`config.mk`:
```
export PLATFORM = sky130hd
export DESIGN_NAME = rpn_stack_calculator_core
export DESIGN_NICKNAME = d
export VERILOG_FILES = /design/src/rtl/core/rpn_pkg.sv /design/src/rtl/core/rpn_ram.sv /design/src/rtl/core/rpn_stack_calculator_core.sv
export SDC_FILE = /design/constraint.sdc
export NUM_CORES = 2
export LEC_CHECK = 0
export BUFFER_PORTS_ARGS = -buffer_cell sky130_fd_sc_hd__buf_4
export CAP_MARGIN = 20
export CORE_UTILIZATION = 41
export CTS_BUF_LIST = sky130_fd_sc_hd__clkbuf_4
export DETAILED_ROUTE_END_ITERATION = 6
export MAX_ROUTING_LAYER = met4
export RECOVER_POWER = 50
export REMOVE_ABC_BUFFERS = 1
export SETUP_SLACK_MARGIN = 0.2
export SLEW_MARGIN = 15
export SYNTH_ARGS = -nofsm -noshare
export SYNTH_HDL_FRONTEND = slang
export SYNTH_SLANG_ARGS = --single-unit
```
`constraint.sdc`:
```
create_clock -name clk_i -period 16.85 [get_ports clk_i]
set_clock_uncertainty 0.1 [all_clocks]
set_input_delay 0 -clock clk_i [delete_from_list [all_inputs] [get_ports clk_i]]
set_output_delay 0 -clock clk_i [all_outputs]
set_load 0.05 [all_outputs]
```
`src/rtl/core/rpn_pkg.sv`:
```
// rpn_pkg: shared constants, command and status codes, and Q32.32 helpers
// for the RPN stack calculator core. No dependencies.
`default_nettype none

package rpn_pkg;

  localparam int STACK_DEPTH = 16;
  localparam int SP_W        = $clog2(STACK_DEPTH + 1);
  localparam int AW          = $clog2(STACK_DEPTH);
  localparam int DATA_W      = 64;
  localparam int CMD_W       = 3;
  localparam int STATUS_W    = 3;
  localparam int COUNT_W     = 5;

  localparam logic [CMD_W-1:0] CMD_PUSH = 3'd0;
  localparam logic [CMD_W-1:0] CMD_PI   = 3'd1;
  localparam logic [CMD_W-1:0] CMD_ADD  = 3'd2;
  localparam logic [CMD_W-1:0] CMD_SUB  = 3'd3;
  localparam logic [CMD_W-1:0] CMD_MUL  = 3'd4;
  localparam logic [CMD_W-1:0] CMD_DIV  = 3'd5;
  localparam logic [CMD_W-1:0] CMD_GCD  = 3'd6;
  localparam logic [CMD_W-1:0] CMD_LCM  = 3'd7;

  localparam logic [STATUS_W-1:0] ST_OK    = 3'd0;
  localparam logic [STATUS_W-1:0] ST_UNDER = 3'd1;
  localparam logic [STATUS_W-1:0] ST_OVER  = 3'd2;
  localparam logic [STATUS_W-1:0] ST_DIVZ  = 3'd3;
  localparam logic [STATUS_W-1:0] ST_NEG   = 3'd4;

  // 3.141592 in Q32.32, rounded to nearest
  localparam logic [DATA_W-1:0] PI_Q    = 64'd13493034897;
  localparam logic [DATA_W-1:0] POS_MAX = 64'h7FFF_FFFF_FFFF_FFFF;
  localparam logic [DATA_W-1:0] NEG_LIM = 64'h8000_0000_0000_0000;

  function automatic logic [DATA_W-1:0] magnitude(input logic [DATA_W-1:0] v);
    return v[DATA_W-1] ? (~v + 64'd1) : v;
  endfunction

  function automatic logic [DATA_W-1:0] from_sign_mag(input logic [DATA_W-1:0] mag,
                                                      input logic neg,
                                                      input logic big);
    logic [DATA_W-1:0] r;
    if (neg) begin
      r = (big || mag > NEG_LIM) ? NEG_LIM : (~mag + 64'd1);
    end else begin
      r = (big || mag > POS_MAX) ? POS_MAX : mag;
    end
    return r;
  endfunction

  function automatic logic [DATA_W-1:0] q_add(input logic [DATA_W-1:0] a,
                                              input logic [DATA_W-1:0] b);
    logic [DATA_W-1:0] r;
    r = a + b;
    if (((a ^ r) & (b ^ r)) >> (DATA_W - 1) != '0) begin
      r = a[DATA_W-1] ? NEG_LIM : POS_MAX;
    end
    return r;
  endfunction

  function automatic logic [DATA_W-1:0] q_sub(input logic [DATA_W-1:0] a,
                                              input logic [DATA_W-1:0] b);
    logic [DATA_W-1:0] r;
    r = a - b;
    if (((a ^ b) & (a ^ r)) >> (DATA_W - 1) != '0) begin
      r = a[DATA_W-1] ? NEG_LIM : POS_MAX;
    end
    return r;
  endfunction

endpackage

`default_nettype wire

```
`src/rtl/core/rpn_ram.sv`:
```
// rpn_ram: generic single-write, single-read RAM with registered read data.
// No dependencies.
`default_nettype none

module rpn_ram #(
  parameter int WIDTH = 64,
  parameter int DEPTH = 16
) (
  input  wire logic                     clk_i,
  input  wire logic                     we_i,
  input  wire logic [$clog2(DEPTH)-1:0] waddr_i,
  input  wire logic [WIDTH-1:0]         wdata_i,
  input  wire logic [$clog2(DEPTH)-1:0] raddr_i,
  output      logic [WIDTH-1:0]         rdata_o
);

  logic [WIDTH-1:0] mem_q [DEPTH];

  always_ff @(posedge clk_i) begin
    if (we_i) begin
      mem_q[waddr_i] <= wdata_i;
    end
    rdata_o <= mem_q[raddr_i];
  end

endmodule

`default_nettype wire

```
`src/rtl/core/rpn_stack_calculator_core.sv`:
```
// rpn_stack_calculator_core: RPN operand stack over signed Q32.32 numbers.
// Operations: push and pi, add/sub, mul and div (one bit a cycle through shift-add /
// shift-subtract steps on the shared a, b, c registers), gcd (binary Euclid),
// lcm (gcd, divide, multiply in sequence). One item at a time; a new
// item is taken while the previous result waits in the output register.
// Reset empties the stack. Depends on rpn_pkg and rpn_ram.
`default_nettype none

module rpn_stack_calculator_core (
  input  wire logic                          clk_i,
  input  wire logic                          rst_ni,
  input  wire logic                          in_valid_i,
  output      logic                          in_stall_o,
  input  wire logic [rpn_pkg::CMD_W-1:0]     cmd_i,
  input  wire logic signed [rpn_pkg::DATA_W-1:0] operand_value_i,
  output      logic                          out_valid_o,
  input  wire logic                          out_stall_i,
  output      logic [rpn_pkg::STATUS_W-1:0]  status_o,
  output      logic signed [rpn_pkg::DATA_W-1:0] top_value_o,
  output      logic [rpn_pkg::COUNT_W-1:0]   stack_count_o
);
  import rpn_pkg::*;

  localparam logic [2:0] S_IDLE = 3'd0;
  localparam logic [2:0] S_RD   = 3'd1;
  localparam logic [2:0] S_MUL  = 3'd2;
  localparam logic [2:0] S_DIV  = 3'd3;
  localparam logic [2:0] S_GCD  = 3'd4;
  localparam logic [2:0] S_GFIX = 3'd5;
  localparam logic [2:0] S_WB   = 3'd6;
  localparam logic [2:0] S_DONE = 3'd7;

  logic [2:0]          state_q, state_d;
  logic [SP_W-1:0]     sp_q, sp_d;
  logic [DATA_W-1:0]   top_q, top_d;
  logic [DATA_W-1:0]   x_q, x_d;
  logic [DATA_W-1:0]   a_q, a_d, b_q, b_d, c_q, c_d;
  logic [DATA_W-1:0]   res_q, res_d;
  logic [5:0]          cnt_q, cnt_d;
  logic [CMD_W-1:0]    cmd_q, cmd_d;
  logic                neg_q, neg_d;
  logic [STATUS_W-1:0] st_q, st_d;

  logic                out_valid_q, out_valid_d;
  logic [STATUS_W-1:0] out_st_q, out_st_d;
  logic [DATA_W-1:0]   out_top_q, out_top_d;
  logic [COUNT_W-1:0]  out_cnt_q, out_cnt_d;

  logic              ram_we;
  logic [AW-1:0]     ram_waddr, ram_raddr;
  logic [DATA_W-1:0] ram_wdata, ram_rdata;

  logic [SP_W-1:0]   sp_m1, sp_m2;
  logic              accept, is_lcm;
  logic [DATA_W-1:0] mag_x, mag_y;
  logic [DATA_W:0]   mul_sum, div_sh, div_rem;
  logic              div_ge, gcd_ge;
  logic [DATA_W-1:0] gcd_diff, quo;
  logic [2*DATA_W-1:0] prod;

  rpn_ram #(
    .WIDTH(DATA_W),
    .DEPTH(STACK_DEPTH)
  ) u_stack (
    .clk_i  (clk_i),
    .we_i   (ram_we),
    .waddr_i(ram_waddr),
    .wdata_i(ram_wdata),
    .raddr_i(ram_raddr),
    .rdata_o(ram_rdata)
  );

  assign sp_m1      = sp_q - SP_W'(1);
  assign sp_m2      = sp_q - SP_W'(2);
  assign in_stall_o = (state_q != S_IDLE);
  assign accept     = in_valid_i && !in_stall_o;
  assign is_lcm     = (cmd_q == CMD_LCM);
  assign mag_x      = magnitude(ram_rdata);
  assign mag_y      = magnitude(top_q);

  // shift-add multiply step: c holds the high half, b the low half/multiplier
  assign mul_sum = {1'b0, c_q} + (b_q[0] ? {1'b0, a_q} : '0);
  assign prod    = {mul_sum[DATA_W:1], mul_sum[0], b_q[DATA_W-1:1]};
  // restoring divide step: c is the remainder, b shifts dividend out, quotient in
  assign div_sh  = {c_q, b_q[DATA_W-1]};
  assign div_ge  = (div_sh >= {1'b0, a_q});
  assign div_rem = div_sh - {1'b0, a_q};
  assign quo     = {b_q[DATA_W-2:0], div_ge};
  assign gcd_ge   = (a_q >= b_q);
  assign gcd_diff = gcd_ge ? (a_q - b_q) : (b_q - a_q);

  always_comb begin
    state_d     = state_q;
    sp_d        = sp_q;
    top_d       = top_q;
    x_d         = x_q;
    a_d         = a_q;
    b_d         = b_q;
    c_d         = c_q;
    res_d       = res_q;
    cnt_d       = cnt_q;
    cmd_d       = cmd_q;
    neg_d       = neg_q;
    st_d        = st_q;
    out_valid_d = out_valid_q && out_stall_i;
    out_st_d    = out_st_q;
    out_top_d   = out_top_q;
    out_cnt_d   = out_cnt_q;
    ram_we      = 1'b0;
    ram_waddr   = sp_q[AW-1:0];
    ram_wdata   = (cmd_i == CMD_PUSH) ? operand_value_i : PI_Q;
    ram_raddr   = sp_m2[AW-1:0];

    unique case (state_q)
      S_IDLE: begin
        if (accept) begin
          cmd_d = cmd_i;
          if (cmd_i == CMD_PUSH || cmd_i == CMD_PI) begin
            if (sp_q >= SP_W'(STACK_DEPTH)) begin
              st_d = ST_OVER;
            end else begin
              ram_we = 1'b1;
              top_d  = ram_wdata;
              sp_d   = sp_q + SP_W'(1);
              st_d   = ST_OK;
            end
            state_d = S_DONE;
          end else if (sp_q < SP_W'(2)) begin
            st_d    = ST_UNDER;
            state_d = S_DONE;
          end else begin
            state_d = S_RD;
          end
        end
      end
      S_RD: begin
        x_d   = ram_rdata;
        neg_d = ram_rdata[DATA_W-1] ^ top_q[DATA_W-1];
        cnt_d = '0;
        st_d  = ST_OK;
        case (cmd_q) inside
          CMD_ADD: begin
            res_d   = q_add(ram_rdata, top_q);
            state_d = S_WB;
          end
          CMD_SUB: begin
            res_d   = q_sub(ram_rdata, top_q);
            state_d = S_WB;
          end
          CMD_MUL: begin
            a_d     = mag_y;
            b_d     = mag_x;
            c_d     = '0;
            state_d = S_MUL;
          end
          CMD_DIV: begin
            if (top_q == '0) begin
              st_d    = ST_DIVZ;
              state_d = S_DONE;
            end else if ({32'd0, mag_x[DATA_W-1:32]} >= mag_y) begin
              res_d   = from_sign_mag('0, ram_rdata[DATA_W-1] ^ top_q[DATA_W-1], 1'b1);
              state_d = S_WB;
            end else begin
              a_d     = mag_y;
              c_d     = {32'd0, mag_x[DATA_W-1:32]};
              b_d     = {mag_x[31:0], 32'd0};
              state_d = S_DIV;
            end
          end
          CMD_GCD, CMD_LCM: begin
            if (ram_rdata[DATA_W-1] || top_q[DATA_W-1]) begin
              st_d    = ST_NEG;
              state_d = S_DONE;
            end else begin
              a_d     = ram_rdata;
              b_d     = top_q;
              state_d = S_GCD;
            end
          end
          default: state_d = S_DONE;
        endcase
      end
      S_MUL: begin
        c_d   = mul_sum[DATA_W:1];
        b_d   = {mul_sum[0], b_q[DATA_W-1:1]};
        cnt_d = cnt_q + 6'd1;
        if (cnt_q == 6'd63) begin
          if (is_lcm) begin
            res_d = (prod[2*DATA_W-1:DATA_W-1] != '0) ? POS_MAX : prod[DATA_W-1:0];
          end else begin
            res_d = from_sign_mag(prod[95:32], neg_q, prod[127:96] != '0);
          end
          state_d = S_WB;
        end
      end
      S_DIV: begin
        c_d   = div_ge ? div_rem[DATA_W-1:0] : div_sh[DATA_W-1:0];
        b_d   = quo;
        cnt_d = cnt_q + 6'd1;
        if (cnt_q == 6'd63) begin
          if (is_lcm) begin
            // lcm: quotient x/g times y
            a_d     = top_q;
            c_d     = '0;
            state_d = S_MUL;
          end else begin
            res_d   = from_sign_mag(quo, neg_q, 1'b0);
            state_d = S_WB;
          end
        end
      end
      S_GCD: begin
        // binary Euclid; cnt counts common factors of two
        if (a_q == '0) begin
          a_d     = b_q;
          state_d = S_GFIX;
        end else if (b_q == '0) begin
          state_d = S_GFIX;
        end else if (!a_q[0] && !b_q[0]) begin
          a_d   = a_q >> 1;
          b_d   = b_q >> 1;
          cnt_d = cnt_q + 6'd1;
        end else if (!a_q[0]) begin
          a_d = a_q >> 1;
        end else if (!b_q[0]) begin
          b_d = b_q >> 1;
        end else if (gcd_ge) begin
          a_d = gcd_diff >> 1;
        end else begin
          b_d = gcd_diff >> 1;
        end
      end
      S_GFIX: begin
        if (cnt_q == '0) begin
          if (!is_lcm) begin
            res_d   = a_q;
            state_d = S_WB;
          end else if (a_q == '0) begin
            st_d    = ST_DIVZ;
            state_d = S_DONE;
          end else begin
            b_d     = x_q;
            c_d     = '0;
            state_d = S_DIV;
          end
        end else begin
          a_d   = a_q << 1;
          cnt_d = cnt_q - 6'd1;
        end
      end
      S_WB: begin
        ram_we    = 1'b1;
        ram_waddr = sp_m2[AW-1:0];
        ram_wdata = res_q;
        top_d     = res_q;
        sp_d      = sp_m1;
        st_d      = ST_OK;
        state_d   = S_DONE;
      end
      S_DONE: begin
        if (!out_valid_q || !out_stall_i) begin
          out_valid_d = 1'b1;
          out_st_d    = st_q;
          out_top_d   = (sp_q == '0) ? '0 : top_q;
          out_cnt_d   = COUNT_W'(sp_q);
          state_d     = S_IDLE;
        end
      end
      default: state_d = S_IDLE;
    endcase
  end

  always_ff @(posedge clk_i or negedge rst_ni) begin
    if (!rst_ni) begin
      state_q     <= S_IDLE;
      sp_q        <= '0;
      out_valid_q <= 1'b0;
    end else begin
      state_q     <= state_d;
      sp_q        <= sp_d;
      out_valid_q <= out_valid_d;
    end
  end

  always_ff @(posedge clk_i) begin
    top_q     <= top_d;
    x_q       <= x_d;
    a_q       <= a_d;
    b_q       <= b_d;
    c_q       <= c_d;
    res_q     <= res_d;
    cnt_q     <= cnt_d;
    cmd_q     <= cmd_d;
    neg_q     <= neg_d;
    st_q      <= st_d;
    out_st_q  <= out_st_d;
    out_top_q <= out_top_d;
    out_cnt_q <= out_cnt_d;
  end

  assign out_valid_o   = out_valid_q;
  assign status_o      = out_st_q;
  assign top_value_o   = out_top_q;
  assign stack_count_o = out_cnt_q;

  a_sp_range: assert property (@(posedge clk_i) disable iff (!rst_ni)
    sp_q <= SP_W'(STACK_DEPTH))
    else $error("stack pointer beyond depth");

  a_over_full: assert property (@(posedge clk_i) disable iff (!rst_ni)
    out_valid_o && status_o == ST_OVER |-> stack_count_o == COUNT_W'(STACK_DEPTH))
    else $error("overflow reported on a stack that is not full");

  a_under_low: assert property (@(posedge clk_i) disable iff (!rst_ni)
    out_valid_o && status_o == ST_UNDER |-> stack_count_o < COUNT_W'(2))
    else $error("underflow reported with two or more entries");

  a_empty_zero: assert property (@(posedge clk_i) disable iff (!rst_ni)
    out_valid_o && stack_count_o == '0 |-> top_value_o == '0)
    else $error("nonzero top on an empty stack");

  a_wb_pops: assert property (@(posedge clk_i) disable iff (!rst_ni)
    state_q == S_WB |=> sp_q == $past(sp_q) - SP_W'(1))
    else $error("operation result did not replace two entries");

endmodule

`default_nettype wire
```
==> results.md <==
- Filler instances: between 20k and 25k
- Failing checks: DRC, capacitance limit, slew limit
- Nets: 9857
- Max_cap viols: 20
- Worst skew pair latency: between 1.5 and 2 ns
- Vias in the first global route: 81.3k
- Slowest-stage cell, CP: clkbuf_1
- Layout cell share with drive strength beyond 1: 0.150
- Slew Viols, Final: ~740
- H-tree levels: 5
- Most common cell after layout, fill and taps aside: edfxtp_1
- Top cells by area, synth: edfxtp_1 (46%), mux4_2 (7.4%), ha_1 (5.6%)
- FF+latch count, synth: between 1.5k and 2k
- Die Area: about 240000 um2
- IO Count: ~150
- Total Wirelength: around 500000 um
- Port-buffer cells: between 100 and 150
- Die Wd: between 400 and 500 um
- Yosys warning count: 0
- Reg clk slew, reported paths: ~0.08 ns
- WS Path Type: reg2reg
- R2R depth: 5
- Vias per cell: a little under 7
- Post-synth EDFFs: 1493
- CTS Buf Count: between 400 and 500
- R2r setup slk: 6.07 ns
- Post-synth top area share: 0.463
- Crit-path cells: clkbuf_1 > buf_4 > buf_4 > mux4_2 > mux4_2
- WHS Path Cells: 4
- Final min period: ~11 ns
- Arrival time at the worst endpoint: 11.90 ns
- Fmax: approximately 0.093 GHz
- Num rows: 177
- Setup TNS: 0 ns
- Mean post-synth cell area: around 11 um2
- GP Congestion: ~1.1
- Hold path start: operand_value_i[50]
- R2r endpoint: u_stack.rdata_o[60]
- CTS root buffer: clkbuf_4
- Tightest Pin Transition: between 8 and 9 ns
- CP Launch Type: flop
- Worst r2r src: sp_q[1]
- Via count: ~88k
- Hold Path End: u_stack.mem_q[14][50]
- Post-synthesis instance total: ~9k
- Sink Count: roughly 1.6k
- Largest net degree at the start of global routing: 128
- Hold Crit Class: in2reg
- Post-CTS Setup Repair Bufs: 0
- Final Setup Violations: 0
- Unrepaired setup endpoints after global routing: no
- Outcome: finished, violations left
- Layout area overhead: 12.3%
- CP Max Fanout: 127
- Post-CTS Resized: 0
- Worst Setup End Kind: flop
- Gr usage total: 0.424
- Core ar.: 234000 um2
- Final ANT Viol Nets: 0
- Area leader, netlist: edfxtp_1
- Worst relative slew slack: -4.67
- First-pass GRT wire length: 677000 um
- Post-synthesis sequential area ratio: 0.479
- Initial antenna violation count: 52
- Routed length per instance: between 30 and 40 um
- Most frequent cells in the layout: edfxtp_1 (1493), a21oi_1 (857), nor2_1 (689)
- Final hold violation count: 0
- DRC: 150
- Asr flop ratio synth: 0.00575
- Initial Util: 0.414
- Worst Path Required: around 18 ns
- Synth cell types: 105
- CTS tree: yes
- GRT Residual Overflow: 0
- Max clock buf depth: 4
- Post-CTS Hold Buffers: between 100 and 150
- Pre-antenna DRT Iters: 7
- Mapped Area: 96800 um2
- Die Y: about 490 um
- Largest stage delay on the critical path: 5.76 ns
- Predominant post-synthesis flop cell: edfxtp_1
- Dpl hpwl: 374000 um
- Tcrit/Tclk final: 0.640
- Initial drt markers: between 15k and 20k
[metrics by stage]
stage                util  hold WS (ns)  setup WS, ns  instances  instance area (um2)
global placement    0.436        -0.240          7.75      11900               102000
CTS                 0.466        0.0663          7.70      12800               109000
floorplan               -        -0.396         0.652       8355                94400
detailed placement  0.436        -0.240          7.74      11900               102000
global route        0.465         0.199          5.84      12800               109000
finish              0.465         0.251          6.07      12800               109000
[synthesized netlist by cell type (134+ instances only)]
| cell type | number |
|---|---|
| ha_1 | 433 |
| xnor2_1 | 345 |
| nand2_1 | 537 |
| a21oi_1 | 859 |
| nor3_1 | 156 |
| inv_1 | 333 |
| o21ai_0 | 682 |
| edfxtp_1 | 1493 |
| a21o_1 | 205 |
| o22ai_1 | 163 |
| nor2_1 | 714 |
| mux4_2 | 320 |
| clkbuf_1 | 527 |
| nand3_1 | 134 |
[critical path: cells and delay by family (launching register included)]
family / cells / cell delay (ns)
buf+inv: 3 / 7.97
mux: 2 / 1.00
flops: 1 / 1.04
[metal layers]
metal  vias up  wire, um  GRT usage
met2      6612    204000      0.574
li1      35800         -          -
met3      1068     63100      0.126
met4         0     29600      0.209
met1     44100    204000      0.574
met5         -         0          -
[sequential cells by signal, summed over array words and instances (netlist names)]
| name | count |
|---|---|
| x_q | 64 |
| b_q | 64 |
| c_q | 64 |
| cmd_q | 3 |
| neg_q | 1 |
| a_q | 64 |
| status_o | 3 |
| top_value_o | 64 |
| st_q | 3 |
| sp_q | 5 |
| state_q | 3 |
| res_q | 64 |
| u_stack.rdata_o | 64 |
| u_stack.mem_q | 1024 |
| top_q | 64 |
| cnt_q | 6 |
| out_valid_o | 1 |
| stack_count_o | 5 |
[final cells by class]
| class | count | area (um2) | area share |
|---|---|---|---|
| Clock inverter | 133 | 776 | 0.00714 |
| Timing Repair Buffer | 552 | 4170 | 0.0384 |
| Multi-Input combinational cell | 6438 | 47300 | 0.435 |
| Clock buffer | 625 | 4690 | 0.0432 |
| Sequential cell | 1566 | 46300 | 0.427 |
| Inverter | 351 | 1320 | 0.0121 |
| Antenna cell | 41 | 103 | 0.000945 |
| Tap cell | 3132 | 3920 | 0.0361 |
[worst max-delay path by stage]
stage,start,to,slack (ns),depth (start not counted)
2_1_floorplan,sp_q[0],top_value_o[0],0.65,2
3_3_place_gp,top_q[8],res_q[43],7.75,24
3_5_place_dp,top_q[8],res_q[43],7.74,24
4_1_cts,top_q[8],res_q[43],7.70,24
5_1_grt,sp_q[1],u_stack.rdata_o[60],5.84,5
6_report,sp_q[1],u_stack.rdata_o[60],6.07,5
[cell families (layout without fill, tap and decap cells)]
logic type	after synthesis	count (layout)	share of synthesized area
AND/OR/NAND/NOR	2154	2154	0.105
flip-flops	1566	1566	0.479
XOR/XNOR	473	473	0.0428
other	0	41	0
multiplexers	349	349	0.0775
buffers and inverters	954	1661	0.0375
AO/OA/AOI/OAI	3019	3019	0.200
adder cells (fa/ha/maj)	443	443	0.0581
Power is not shown: default switching activity piles up to over one toggle a cycle in this logic, so the estimate is an artifact.
